[config.mk]
export PLATFORM = sky130hd
export DESIGN_NAME = console_line_editor_top_flat
export DESIGN_NICKNAME = d
export VERILOG_FILES = /design/src/hw/rtl/cle_pkg.sv /design/src/hw/rtl/cle_req_if.sv /design/src/hw/rtl/cle_rsp_if.sv /design/src/hw/rtl/console_line_editor_top.sv /design/src/flat_wrapper.sv
export SDC_FILE = /design/constraint.sdc
export NUM_CORES = 1
export LEC_CHECK = 0
export ABC_AREA = 1
export BUFFER_PORTS_ARGS = -buffer_cell sky130_fd_sc_hd__buf_2
export CORE_UTILIZATION = 30
export DETAILED_ROUTE_END_ITERATION = 8
export GPL_ROUTABILITY_DRIVEN = 1
export SYNTH_ARGS = -nofsm -noshare
export SYNTH_HDL_FRONTEND = slang
export SYNTH_SLANG_ARGS = --single-unit
[constraint.sdc]
create_clock -name clock -period 12.7 [get_ports clock]
set_input_delay 0.635 -clock clock [delete_from_list [all_inputs] [get_ports clock]]
set_output_delay 0.635 -clock clock [all_outputs]
set_load 0.01 [all_outputs]
[src/hw/rtl/cle_pkg.sv]
`timescale 1ns / 1ps

package cle_pkg;

   // ring geometry
   localparam int BUFFER_DEPTH = 128;
   localparam int IDX_MOD      = 2 * BUFFER_DEPTH;
   localparam int IDX_W        = $clog2(IDX_MOD);
   localparam int SLOT_W       = $clog2(BUFFER_DEPTH);

   // field widths
   localparam int OP_W    = 2;
   localparam int BYTE_W  = 8;
   localparam int KIND_W  = 3;
   localparam int COUNT_W = 8;

   typedef logic [IDX_W-1:0]  idx_type;
   typedef logic [SLOT_W-1:0] slot_type;
   typedef logic [BYTE_W-1:0] byte_type;

   localparam idx_type DEPTH_IDX = IDX_W'(BUFFER_DEPTH);
   localparam idx_type LAST_IDX  = IDX_W'(IDX_MOD - 1);

   // operation codes
   localparam logic [OP_W-1:0] OP_KEY   = 2'd0;
   localparam logic [OP_W-1:0] OP_READ  = 2'd1;
   localparam logic [OP_W-1:0] OP_WRITE = 2'd2;

   // result kinds
   localparam logic [KIND_W-1:0] KIND_NONE  = 3'd0;
   localparam logic [KIND_W-1:0] KIND_SEND  = 3'd1;
   localparam logic [KIND_W-1:0] KIND_ERASE = 3'd2;
   localparam logic [KIND_W-1:0] KIND_READ  = 3'd3;
   localparam logic [KIND_W-1:0] KIND_EMPTY = 3'd4;
   localparam logic [KIND_W-1:0] KIND_EOF   = 3'd5;
   localparam logic [KIND_W-1:0] KIND_DUMP  = 3'd6;

   // control characters
   localparam byte_type CHAR_NUL  = 8'h00;
   localparam byte_type CHAR_CTLD = 8'h04;
   localparam byte_type CHAR_CTLH = 8'h08;
   localparam byte_type CHAR_NL   = 8'h0A;
   localparam byte_type CHAR_CR   = 8'h0D;
   localparam byte_type CHAR_CTLP = 8'h10;
   localparam byte_type CHAR_CTLU = 8'h15;
   localparam byte_type CHAR_DEL  = 8'h7F;

   typedef struct packed {
      logic [OP_W-1:0] op;
      byte_type        data;
      logic            first_of_read;
   } req_payload_type;

   typedef struct packed {
      logic [KIND_W-1:0]  kind;
      byte_type           byte_out;
      logic [COUNT_W-1:0] erase_count;
      logic               line_ready;
      logic               end_of_line;
   } rsp_payload_type;

   // index arithmetic modulo twice the depth
   function automatic idx_type idx_inc(input idx_type i);
      return (i == LAST_IDX) ? '0 : i + 1'b1;
   endfunction

   function automatic idx_type idx_dec(input idx_type i);
      return (i == '0) ? LAST_IDX : i - 1'b1;
   endfunction

   function automatic idx_type idx_dist(input idx_type a, input idx_type b);
      logic [IDX_W:0] wrapped;
      wrapped = {1'b0, a} + (IDX_W + 1)'(IDX_MOD) - {1'b0, b};
      return (a >= b) ? a - b : wrapped[IDX_W-1:0];
   endfunction

   function automatic slot_type idx_slot(input idx_type i);
      idx_type folded;
      folded = (i >= DEPTH_IDX) ? i - DEPTH_IDX : i;
      return folded[SLOT_W-1:0];
   endfunction

endpackage

[src/hw/rtl/cle_req_if.sv]
`timescale 1ns / 1ps

interface cle_req_if;
   import cle_pkg::*;

   logic            valid;
   logic            ready;
   req_payload_type payload;

   modport source (output valid, output payload, input ready);
   modport sink   (input valid, input payload, output ready);
endinterface

[src/hw/rtl/cle_rsp_if.sv]
`timescale 1ns / 1ps

interface cle_rsp_if;
   import cle_pkg::*;

   logic            valid;
   logic            ready;
   rsp_payload_type payload;

   modport source (output valid, output payload, input ready);
   modport sink   (input valid, input payload, output ready);
endinterface

[src/hw/rtl/console_line_editor_top.sv]
`timescale 1ns / 1ps

// channel    dir  payload                                       beat when
// req_chan   in   op, data, first_of_read                       valid & ready
// rsp_chan   out  kind, byte_out, erase_count, line_ready, eol  valid & ready
//
// one result beat per request beat; keyboard, write and empty reads go straight to
// the result register, a read of a stored byte first passes the line store's
// registered read port. a new request is taken in the cycle the result drains.
// reset clears the three ring indices and the handshake state; the line store
// needs no clearing since only written entries are ever read.
// a stalled result holds the request side off until it is taken.

module console_line_editor_top (
   input  logic      clock,
   input  logic      reset,
   cle_req_if.sink   req_chan,
   cle_rsp_if.source rsp_chan
);
   import cle_pkg::*;

   typedef enum logic {ST_IDLE, ST_FETCH} state_type;

   state_type       state_ff, state_in;
   idx_type         read_ff, read_in;
   idx_type         commit_ff, commit_in;
   idx_type         edit_ff, edit_in;
   logic            first_ff, first_in;
   logic            rsp_valid_ff, rsp_valid_in;
   rsp_payload_type rsp_ff, rsp_in;

   byte_type        line_store [BUFFER_DEPTH];
   byte_type        mem_rd_ff;
   logic            wr_en;
   slot_type        wr_slot;
   byte_type        wr_data;

   logic            req_accept;
   req_payload_type req;

   assign req = req_chan.payload;
   assign req_chan.ready = (state_ff == ST_IDLE) && (!rsp_valid_ff || rsp_chan.ready);
   assign req_accept = req_chan.valid && req_chan.ready;

   assign rsp_chan.valid   = rsp_valid_ff;
   assign rsp_chan.payload = rsp_ff;

   // next state of indices and result
   always_comb begin
      rsp_payload_type res;
      byte_type        ch;
      idx_type         pending;
      idx_type         edit_next;

      res          = '0;
      ch           = req.data;
      pending      = idx_dist(edit_ff, commit_ff);
      edit_next    = idx_inc(edit_ff);
      state_in     = state_ff;
      read_in      = read_ff;
      commit_in    = commit_ff;
      edit_in      = edit_ff;
      first_in     = first_ff;
      rsp_in       = rsp_ff;
      rsp_valid_in = rsp_valid_ff && !rsp_chan.ready;
      wr_en        = 1'b0;
      wr_slot      = idx_slot(edit_ff);
      wr_data      = ch;

      unique case (state_ff)
         ST_IDLE: begin
            if (req_accept) begin
               unique case (req.op)
                  OP_KEY: begin
                     priority if (ch == CHAR_CTLP) begin
                        res.kind = KIND_DUMP;
                     end else if (ch == CHAR_CTLU) begin
                        if (pending != '0) begin
                           res.kind        = KIND_ERASE;
                           res.erase_count = COUNT_W'(pending);
                           edit_in         = commit_ff;
                        end
                     end else if (ch == CHAR_CTLH || ch == CHAR_DEL) begin
                        if (edit_ff != commit_ff) begin
                           res.kind        = KIND_ERASE;
                           res.erase_count = COUNT_W'(1);
                           edit_in         = idx_dec(edit_ff);
                        end
                     end else if (ch != CHAR_NUL &&
                                  idx_dist(edit_ff, read_ff) < DEPTH_IDX) begin
                        if (ch == CHAR_CR) begin
                           ch = CHAR_NL;
                        end
                        wr_en        = 1'b1;
                        wr_data      = ch;
                        edit_in      = edit_next;
                        res.kind     = KIND_SEND;
                        res.byte_out = ch;
                        if (ch == CHAR_NL || ch == CHAR_CTLD ||
                            idx_dist(edit_next, read_ff) == DEPTH_IDX) begin
                           commit_in      = edit_next;
                           res.line_ready = 1'b1;
                        end
                     end else begin
                        res.kind = KIND_NONE;
                     end
                     rsp_in       = res;
                     rsp_valid_in = 1'b1;
                  end
                  OP_READ: begin
                     if (read_ff == commit_ff) begin
                        res.kind     = KIND_EMPTY;
                        rsp_in       = res;
                        rsp_valid_in = 1'b1;
                     end else begin
                        // byte arrives from the store next cycle
                        state_in     = ST_FETCH;
                        first_in     = req.first_of_read;
                        rsp_valid_in = 1'b0;
                     end
                  end
                  OP_WRITE: begin
                     res.kind     = KIND_SEND;
                     res.byte_out = req.data;
                     rsp_in       = res;
                     rsp_valid_in = 1'b1;
                  end
                  default: begin
                     rsp_in       = res;
                     rsp_valid_in = 1'b1;
                  end
               endcase
            end
         end
         ST_FETCH: begin
            // end of file stays in the ring unless it opens a read
            if (mem_rd_ff == CHAR_CTLD) begin
               res.kind = KIND_EOF;
               if (first_ff) begin
                  read_in = idx_inc(read_ff);
               end
            end else begin
               res.kind        = KIND_READ;
               res.byte_out    = mem_rd_ff;
               res.end_of_line = (mem_rd_ff == CHAR_NL);
               read_in         = idx_inc(read_ff);
            end
            rsp_in       = res;
            rsp_valid_in = 1'b1;
            state_in     = ST_IDLE;
         end
         default: begin
            state_in = ST_IDLE;
         end
      endcase
   end

   // state, indices and result register
   always_ff @(posedge clock) begin
      if (reset) begin
         state_ff     <= ST_IDLE;
         read_ff      <= '0;
         commit_ff    <= '0;
         edit_ff      <= '0;
         first_ff     <= 1'b0;
         rsp_valid_ff <= 1'b0;
      end else begin
         state_ff     <= state_in;
         read_ff      <= read_in;
         commit_ff    <= commit_in;
         edit_ff      <= edit_in;
         first_ff     <= first_in;
         rsp_valid_ff <= rsp_valid_in;
      end
      rsp_ff <= rsp_in;
   end

   // line store, one write and one registered read port
   always_ff @(posedge clock) begin
      if (wr_en) begin
         line_store[wr_slot] <= wr_data;
      end
      mem_rd_ff <= line_store[idx_slot(read_ff)];
   end

`ifndef SYNTH
   // pending bytes never exceed the ring, committed never past edited
   assert property (@(posedge clock) disable iff (reset)
      (idx_dist(edit_ff, read_ff) <= DEPTH_IDX) &&
      (idx_dist(commit_ff, read_ff) <= idx_dist(edit_ff, read_ff)))
      else $error("ring indices out of order");

   // a read of a stored byte passes through the fetch state before its result is valid
   assert property (@(posedge clock) disable iff (reset)
      (req_accept && req.op == OP_READ && read_ff != commit_ff)
      |=> (!rsp_valid_ff && state_ff == ST_FETCH) ##1 rsp_valid_ff)
      else $error("read fetch did not produce a result");

   // an erase result always names at least one character
   assert property (@(posedge clock) disable iff (reset)
      (rsp_valid_ff && rsp_ff.kind == KIND_ERASE) |-> (rsp_ff.erase_count != '0))
      else $error("erase with zero count");

   // indices only move on an accepted request or the fetch cycle
   assert property (@(posedge clock) disable iff (reset)
      (!req_accept && state_ff == ST_IDLE)
      |=> ($stable(read_ff) && $stable(commit_ff) && $stable(edit_ff)))
      else $error("index moved without a request");
`endif

endmodule

[src/flat_wrapper.sv]
// flat-port wrapper written by rule: the top's interface ports become plain ports
module console_line_editor_top_flat import cle_pkg::*;
  (clock, reset, req_chan_valid, req_chan_payload, req_chan_ready, rsp_chan_valid, rsp_chan_payload, rsp_chan_ready);
  cle_req_if req_chan_i ();
  cle_rsp_if rsp_chan_i ();
  input  logic clock;
  input  logic reset;
  input wire logic [$bits(req_chan_i.valid)-1:0] req_chan_valid;
  input wire logic [$bits(req_chan_i.payload)-1:0] req_chan_payload;
  output wire logic [$bits(req_chan_i.ready)-1:0] req_chan_ready;
  output wire logic [$bits(rsp_chan_i.valid)-1:0] rsp_chan_valid;
  output wire logic [$bits(rsp_chan_i.payload)-1:0] rsp_chan_payload;
  input wire logic [$bits(rsp_chan_i.ready)-1:0] rsp_chan_ready;
  assign req_chan_i.valid = req_chan_valid;
  assign req_chan_i.payload = req_chan_payload;
  assign req_chan_ready = req_chan_i.ready;
  assign rsp_chan_valid = rsp_chan_i.valid;
  assign rsp_chan_payload = rsp_chan_i.payload;
  assign rsp_chan_i.ready = rsp_chan_ready;
  console_line_editor_top u_core (.clock(clock), .reset(reset), .req_chan(req_chan_i), .rsp_chan(rsp_chan_i));
endmodule
==> results by group, run 1 <==
Job
  • Max-Cap Viols: 0

Placed design
  • Routability cong.: 0.9101
  • Dpl cell area: 46,810 µm²
  • I/O Buffers: 37
  • Dpl hpwl: 74,300 µm
  • Worst slack, placed: 7950 ps

Worst setup path
  • CP endpoint kind: register
  • Worst setup SP type: register
  • Worst path arrival time: 5160 ps
  • WP data required: 13,000 ps
  • Critical-path top delay cell: nor3_1
  • CP Class: register to register
  • Delay-heaviest family, CP: buffers and inverters
  • Worst path cell trace: clkinv_1 > ha_1 > nand2_1 > nor2_1 > nand2_1 > nand3_1 > nand4_1 > nor2_1 > buf_4 > inv_2 > buf_4 > nor3_1
  • Largest stage delay on the critical path: 950 ps
  • CP Max Fanout: 36
  • Bufs and invs on worst path: 4

Clock network
  • Postcts setup bufs: 0
  • Clock sink total: 1,080
  • Num CTS Buffers: 109
  • CTS H-Tree Depth: 3
  • Clock transition at path regs: 60 ps
  • Clk_lat worst skew: 700 ps
  • CTS tree: done
  • Resize count post-CTS: 0
  • CTS Root Buffer Type: clkbuf_16
  • Max Buffers Root-to-Sink: 3
  • CTS Hold Bufs: 0

Synth
  • Cells after synthesis: 3,803
  • Top cell type by total area after synthesis: edfxtp_1
  • Commonest cells post-synth: edfxtp_1 (1,045), nor2_1 (786), o21ai_0 (538)
  • Post-synth top area share: 70.05%
  • Synthesized Nets: 3,844
  • Seq/Total Area, Yosys: 71.61%
  • Top cells by area, synth: edfxtp_1 (70%), nor2_1 (6.6%), o21ai_0 (6.0%), nand2_1 (3.4%), o211ai_1 (1.9%)
  • Main flop type after synthesis: edfxtp_1
  • Netlist Area Pre-Place: 44,800 µm²
  • Synthesized flop and latch total: 1,080
  • Top-count cell post-synth: edfxtp_1
  • YS warnings: 0
  • Fraction of registers with async set/reset: 0%
  • Number of synthesized flops with an enable pin: 1,045
  • Synth cell types: 47
  • Mean Syn Cell Area: 11.78 µm²

Power and ir drop
  • Leakage: 16.51 nW
  • Peak supply drop: 98.55 µV
  • Power Dens Cells: 148.6 nW/µm²

Drt
  • Antenna viol nets, final: 0
  • DRC: 0
  • Routed len/inst: 22.34 µm
  • WL final: 129,100 µm
  • DRT iter0 DRCs: 3,615
  • Iteration count of the initial detailed-routing pass: 6
  • Vias: 30.46k
  • Vias per cell: 5.272

Floorplanning
  • Core area: 148,000 µm²
  • Die Span Y: 388.4 µm
  • Die area: 150,900 µm²
  • Die Wd: 388.4 µm
  • I/O pin cnt: 38
  • # rows: 141
  • Starting Density: 30.27%

Final layout
  • Fin util: 34.14%
  • Filler Cell Count: 14.44k
  • Post-layout instance area: 50,530 µm²
  • Share of layout cells above drive strength 1: 7.384%
  • Layout overhead on the synthesized area: 12.79%
  • Final-stage net count: 3,791
  • Footprint of the multi-input gates: 11,370 µm²
  • FF+latch area: 32,090 µm²

Global route
  • Gr usage total: 16.63%
  • Vias in the first global route: 29.19k
  • GRT overflow: 0
  • Pin count of the biggest net entering global routing: 222
  • Global-route wire length before repair: 190,800 µm
  • Initial antenna violation count: 1

Timing
  • Fmax: 205.8 MHz
  • Final min period: 4859 ps
  • Hold Violations, Final: 0
  • Slew Limit Fails: 0
  • Slew @ Worst Pin: 1330 ps
  • RSZ-0062 raised after global routing: false
  • Setup violations, final: 0
  • Final worst slack: 7841 ps
  • Worst Skew: 29.15 ps
  • Fin crit share: 38.26%
  • Final setup TNS: 0 ps
  • Max-slew headroom: 10.66%

Outcome
  • Status: complete, no violations

Worst hold path
  • Min-delay worst type: input port to register
[final timing paths]
| kind | startpoint | endpoint | slack (ps) | depth (start not counted) |
|---|---|---|---|---|
| hold / removal | req_chan_payload[0] | u_core.first_ff$_SDFFE_PP0P_ | 200 | 3 |
| setup / recovery | u_core.read_ff[5]$_SDFFE_PP0P_ | u_core.line_store[30][0]$_DFFE_PP_ | 7840 | 12 |
| setup reg to reg | u_core.read_ff[5]$_SDFFE_PP0P_ | u_core.line_store[30][0]$_DFFE_PP_ | 7840 | 12 |
| hold reg to reg | u_core.first_ff$_SDFFE_PP0P_ | u_core.first_ff$_SDFFE_PP0P_ | 520 | 2 |
[tightest hold or removal path: cells and delay by family]
| family | cells | cell delay, ps |
|---|---|---|
| buf+inv | 1 | 90 |
| simple gates | 2 | 120 |
[power breakdown]
part           switching (mW)  internal (mW)  total (mW)
logic                   0.200         0.0512       0.251
registers              0.0120           3.92        3.93
clock network            1.37           1.96        3.33
[registers in the layout (all words and copies together) (netlist names)]
signal and cells:
u_core.first_ff 1, u_core.edit_ff 8, u_core.commit_ff 8, u_core.mem_rd_ff 8, u_core.rsp_chan.valid 1, u_core.state_ff 1
u_core.line_store 1024, u_core.read_ff 8, u_core.rsp_chan.payload 21
[cells in the final DEF, fill, tap and decap left out, drive strengths merged, types with 24 or more instances in the layout]
cell / n
a21oi: 56
buf: 81
clkbuf: 137
clkinv: 45
dfxtp: 35
edfxtp: 1045
ha: 24
inv: 103
nand2: 405
nand3: 160
nand4: 36
nor2: 789
nor3: 73
o211ai: 114
o21ai: 541
o22ai: 130
[final cells by class]
| cell class | instances | area share [%] |
|---|---|---|
| Sequential cell | 1080 | 63.51 |
| Inverter | 100 | 0.7627 |
| Tap cell | 1930 | 4.779 |
| Clock buffer | 137 | 5.792 |
| Antenna cell | 1 | 0.004953 |
| Multi-Input combinational cell | 2378 | 22.51 |
| Clock inverter | 70 | 1.543 |
| Timing Repair Buffer | 81 | 1.095 |
[metrics by stage]
step	total power, mW	hold WS, ps	std cells
floorplan	4.143	475.9	3803
global placement	4.250	498.3	5569
detailed placement	4.250	509.0	5569
CTS	7.536	164.2	5776
global route	7.682	253.1	5776
finish	7.506	199.2	5777
[logic make-up after synthesis]
family          share of synthesized area, %
fa+ha+maj                             0.7597
simple gates                           13.46
buf+inv                                3.114
xor+xnor                              0.1760
compound gates                         10.88
flops                                  71.61
[per-layer routing]
| layer | routed length (µm) | share of wire [%] | vias to the layer above | track usage (%) |
|---|---|---|---|---|
| li1 | - | - | 13680 | - |
| met1 | 54250 | 42 | 15120 | 22.81 |
| met2 | 60860 | 47 | 1451 | 27.03 |
| met3 | 10370 | 8.0 | 212 | 2.307 |
| met4 | 3592 | 2.8 | 0 | 5.534 |
| met5 | 0 | 0 | - | 0 |
Note: power is estimated with default switching activity, not from simulation.
==> run 2, diff against run 1 <==
ABC_AREA = 0   (was 1)
clock period = 4.53 ns   (was 12.7 ns; I/O delays follow)
==> run 2 against run 1 <==
The run now ends with design-rule violations left. Critical endpoint is now u_core.line_store[70][1]$_DFFE_PP_. Synthesized cell count down 40%. Flip-flop and latch count unchanged. Setup slack worse by 7500 ps. Die area down 2.6%. Design area down 1.5%. Final cell count down 24%.
==> results by group, run 2 <==
Outcome
  • Status: finished with violations
  • Failing checks: design-rule violations

Timing
  • Fin crit share: 92.49%
  • RSZ-0062 raised after global routing: false
  • Slew @ Worst Pin: 1182 ps
  • Final min period: 4190 ps
  • Max-slew headroom: 21.17%
  • Slew Limit Fails: 0
  • Setup violations, final: 0
  • Hold Violations, Final: 0
  • Fmax: 238.7 MHz
  • Hold_ws: 51.04 ps
  • Worst Skew: 35.71 ps

Floorplanning
  • I/O pin cnt: 38
  • # rows: 139
  • Die Wd: 383.4 µm
  • Starting Density: 30.30%
  • Die area: 147,000 µm²
  • Core area: 144,000 µm²
  • Die Span Y: 383.4 µm

Worst setup path
  • FF-to-FF End: u_core.line_store[70][1]$_DFFE_PP_
  • CP Class: register to register
  • CP endpoint kind: register
  • Worst Setup EP: u_core.line_store[70][1]$_DFFE_PP_
  • R2R Setup Slk: 340 ps
  • Worst r2r path cells: 9
  • CP Max Fanout: 15
  • Worst path arrival time: 4480 ps
  • Worst setup SP type: register
  • WP data required: 4820 ps
  • R2r startpoint: u_core.edit_ff[4]$_SDFFE_PP0P_
  • Worst Setup SP: u_core.edit_ff[4]$_SDFFE_PP0P_

Synth
  • Main flop type after synthesis: edfxtp_1
  • Number of synthesized flops with an enable pin: 1,045
  • Synth cell types: 79
  • YS warnings: 0
  • Mean Syn Cell Area: 19.16 µm²
  • Cells after synthesis: 2,277
  • Post-synth top area share: 71.91%
  • Synthesized Nets: 2,318
  • Fraction of registers with async set/reset: 0%
  • Top-count cell post-synth: edfxtp_1
  • Top cell type by total area after synthesis: edfxtp_1
  • Commonest cells post-synth: edfxtp_1 (1,045), mux4_2 (277), nor2_1 (191)
  • Synthesized flop and latch total: 1,080
  • Netlist Area Pre-Place: 43,640 µm²
  • Seq/Total Area, Yosys: 73.52%
  • Top cells by area, synth: edfxtp_1 (72%), mux4_2 (14%), nor2_1 (1.6%), dfxtp_1 (1.6%), mux2i_1 (1.2%)

Worst hold path
  • Worst Hold Launch: req_chan_payload[1]
  • Hold path depth: 2
  • Min-delay worst type: input port to register

Placed design
  • Placed insts: 4,177
  • Routability cong.: 0.8725
  • I/O Buffers: 37
  • Dpl hpwl: 64,520 µm

Drt
  • Vias per cell: 5.071
  • DRT iter0 DRCs: 2,401
  • DRC: 8
  • Antenna viol nets, final: 0
  • Routed len/inst: 24.37 µm
  • Vias: 22.21k
  • WL final: 106,800 µm
  • Iteration count of the initial detailed-routing pass: 9

Clock network
  • CTS H-Tree Depth: 3
  • CTS Root Buffer Type: clkbuf_16
  • Clk_lat worst skew: 700 ps
  • CTS tree: done
  • Num CTS Buffers: 106
  • Max Buffers Root-to-Sink: 3
  • Clock transition at path regs: 60 ps
  • Clock sink total: 1,080

Global route
  • Gr usage total: 14.43%
  • Pin count of the biggest net entering global routing: 99
  • Vias in the first global route: 22.28k
  • Initial antenna violation count: 1
  • Global-route wire length before repair: 156,700 µm
  • GRT overflow: 0

Final layout
  • Post-Layout Cell Count: 4,381
  • Most common cell after layout, fill and taps aside: edfxtp_1
  • Final-stage net count: 2,432
  • Commonest cells after routing, fill and taps aside: edfxtp_1 (1,045), mux4_2 (277), nor2_1 (191)
  • Number of flip-flops in the largest register: 1,024
  • Top reg by flops: u_core.line_store
  • Share of layout cells above drive strength 1: 23.25%
  • Layout overhead on the synthesized area: 14.00%

Power and ir drop
  • Leakage: 15.37 nW
  • Power Dens Cells: 397.6 nW/µm²
  • Peak supply drop: 320.8 µV
  • Power, Total: 19.78 mW

Job
  • Max-Cap Viols: 0
## run 2: cell types whose count changed after synthesis, sizes merged, moves of 68 or more
cell,previous run,this run
nor2,789,191
inv,97,29
o22ai,130,8
o21ai,541,36
mux4,0,277
nand3,160,38
nand2,405,125
clkbuf,177,52
o211ai,114,5
## run 2: cell type report
type	count	area (µm²)
Fill cell	13500	94260
Sequential cell	1080	32090
Multi-Input combinational cell	1042	10870
Clock buffer	132	2771
Tap cell	1903	2381
Timing Repair Buffer	128	978.4
Clock inverter	62	526.8
Inverter	33	123.9
Antenna cell	1	2.502
## run 2: worst min-delay path by stage
stage	to	slack, ps
after CTS	u_core.state_ff$_SDFF_PP0_	7
after global placement	u_core.first_ff$_SDFFE_PP0P_	490
after floorplan	u_core.first_ff$_SDFFE_PP0P_	360
after detailed placement	u_core.first_ff$_SDFFE_PP0P_	490
final	u_core.rsp_chan.payload[10]$_DFFE_PP_	50
after global routing	u_core.rsp_chan.payload[10]$_DFFE_PP_	40
## run 2: timing repair
action | CTS | global route
endpoints found under the setup margin | 0 | 0
resized for setup | 0 | 0
hold buffers | 9 | 0
setup buffers | 0 | 0
endpoints found under the hold margin | 47 | 0
## run 2: critical path, stage by stage, from the launching register on
cell     delay (ps)
dfxtp_1         720
ha_1            350
a21oi_1         130
o21ai_0          80
a21oi_1         300
mux2i_2         150
nor3_2          640
nand4_1         260
buf_4           280
nor2_1          830
## run 2: logic make-up after synthesis
group	after synthesis	share of synthesized area, %
xor+xnor	28	0.5620
flops	1080	73.52
compound gates	188	2.939
buf+inv	155	1.623
mux	342	15.85
simple gates	458	4.731
fa+ha+maj	26	0.7799
## run 2: stage by stage
stage / cell area (µm²) / TNS [ps] / setup WS [ps] / util [%]
6_report: 49750 / 0 / 340.0 / 34.55
5_1_grt: 49750 / 0 / 78.43 / 34.55
4_1_cts: 49740 / 0 / 397.6 / 34.54
3_5_place_dp: 46360 / 0 / 436.1 / 32.19
3_3_place_gp: 46360 / 0 / 503.7 / 32.19
2_1_floorplan: 43640 / -170140 / -664.6 / -
## run 2: where the power goes
| group | switching, mW | internal (mW) | total, mW |
|---|---|---|---|
| clock network | 3.73 | 4.74 | 8.47 |
| logic | 0.259 | 0.0676 | 0.326 |
| registers | 0.00957 | 11.0 | 11.0 |
| total | 4.00 | 15.8 | 19.8 |
## run 2: metal layers
layer	global-route usage [%]	vias to the layer above	share of wire, %
met3	2.173	156	6.1
met5	0	-	0
li1	-	9512	-
met4	3.896	0	2.3
met1	20.24	11800	44
met2	23.34	745	48
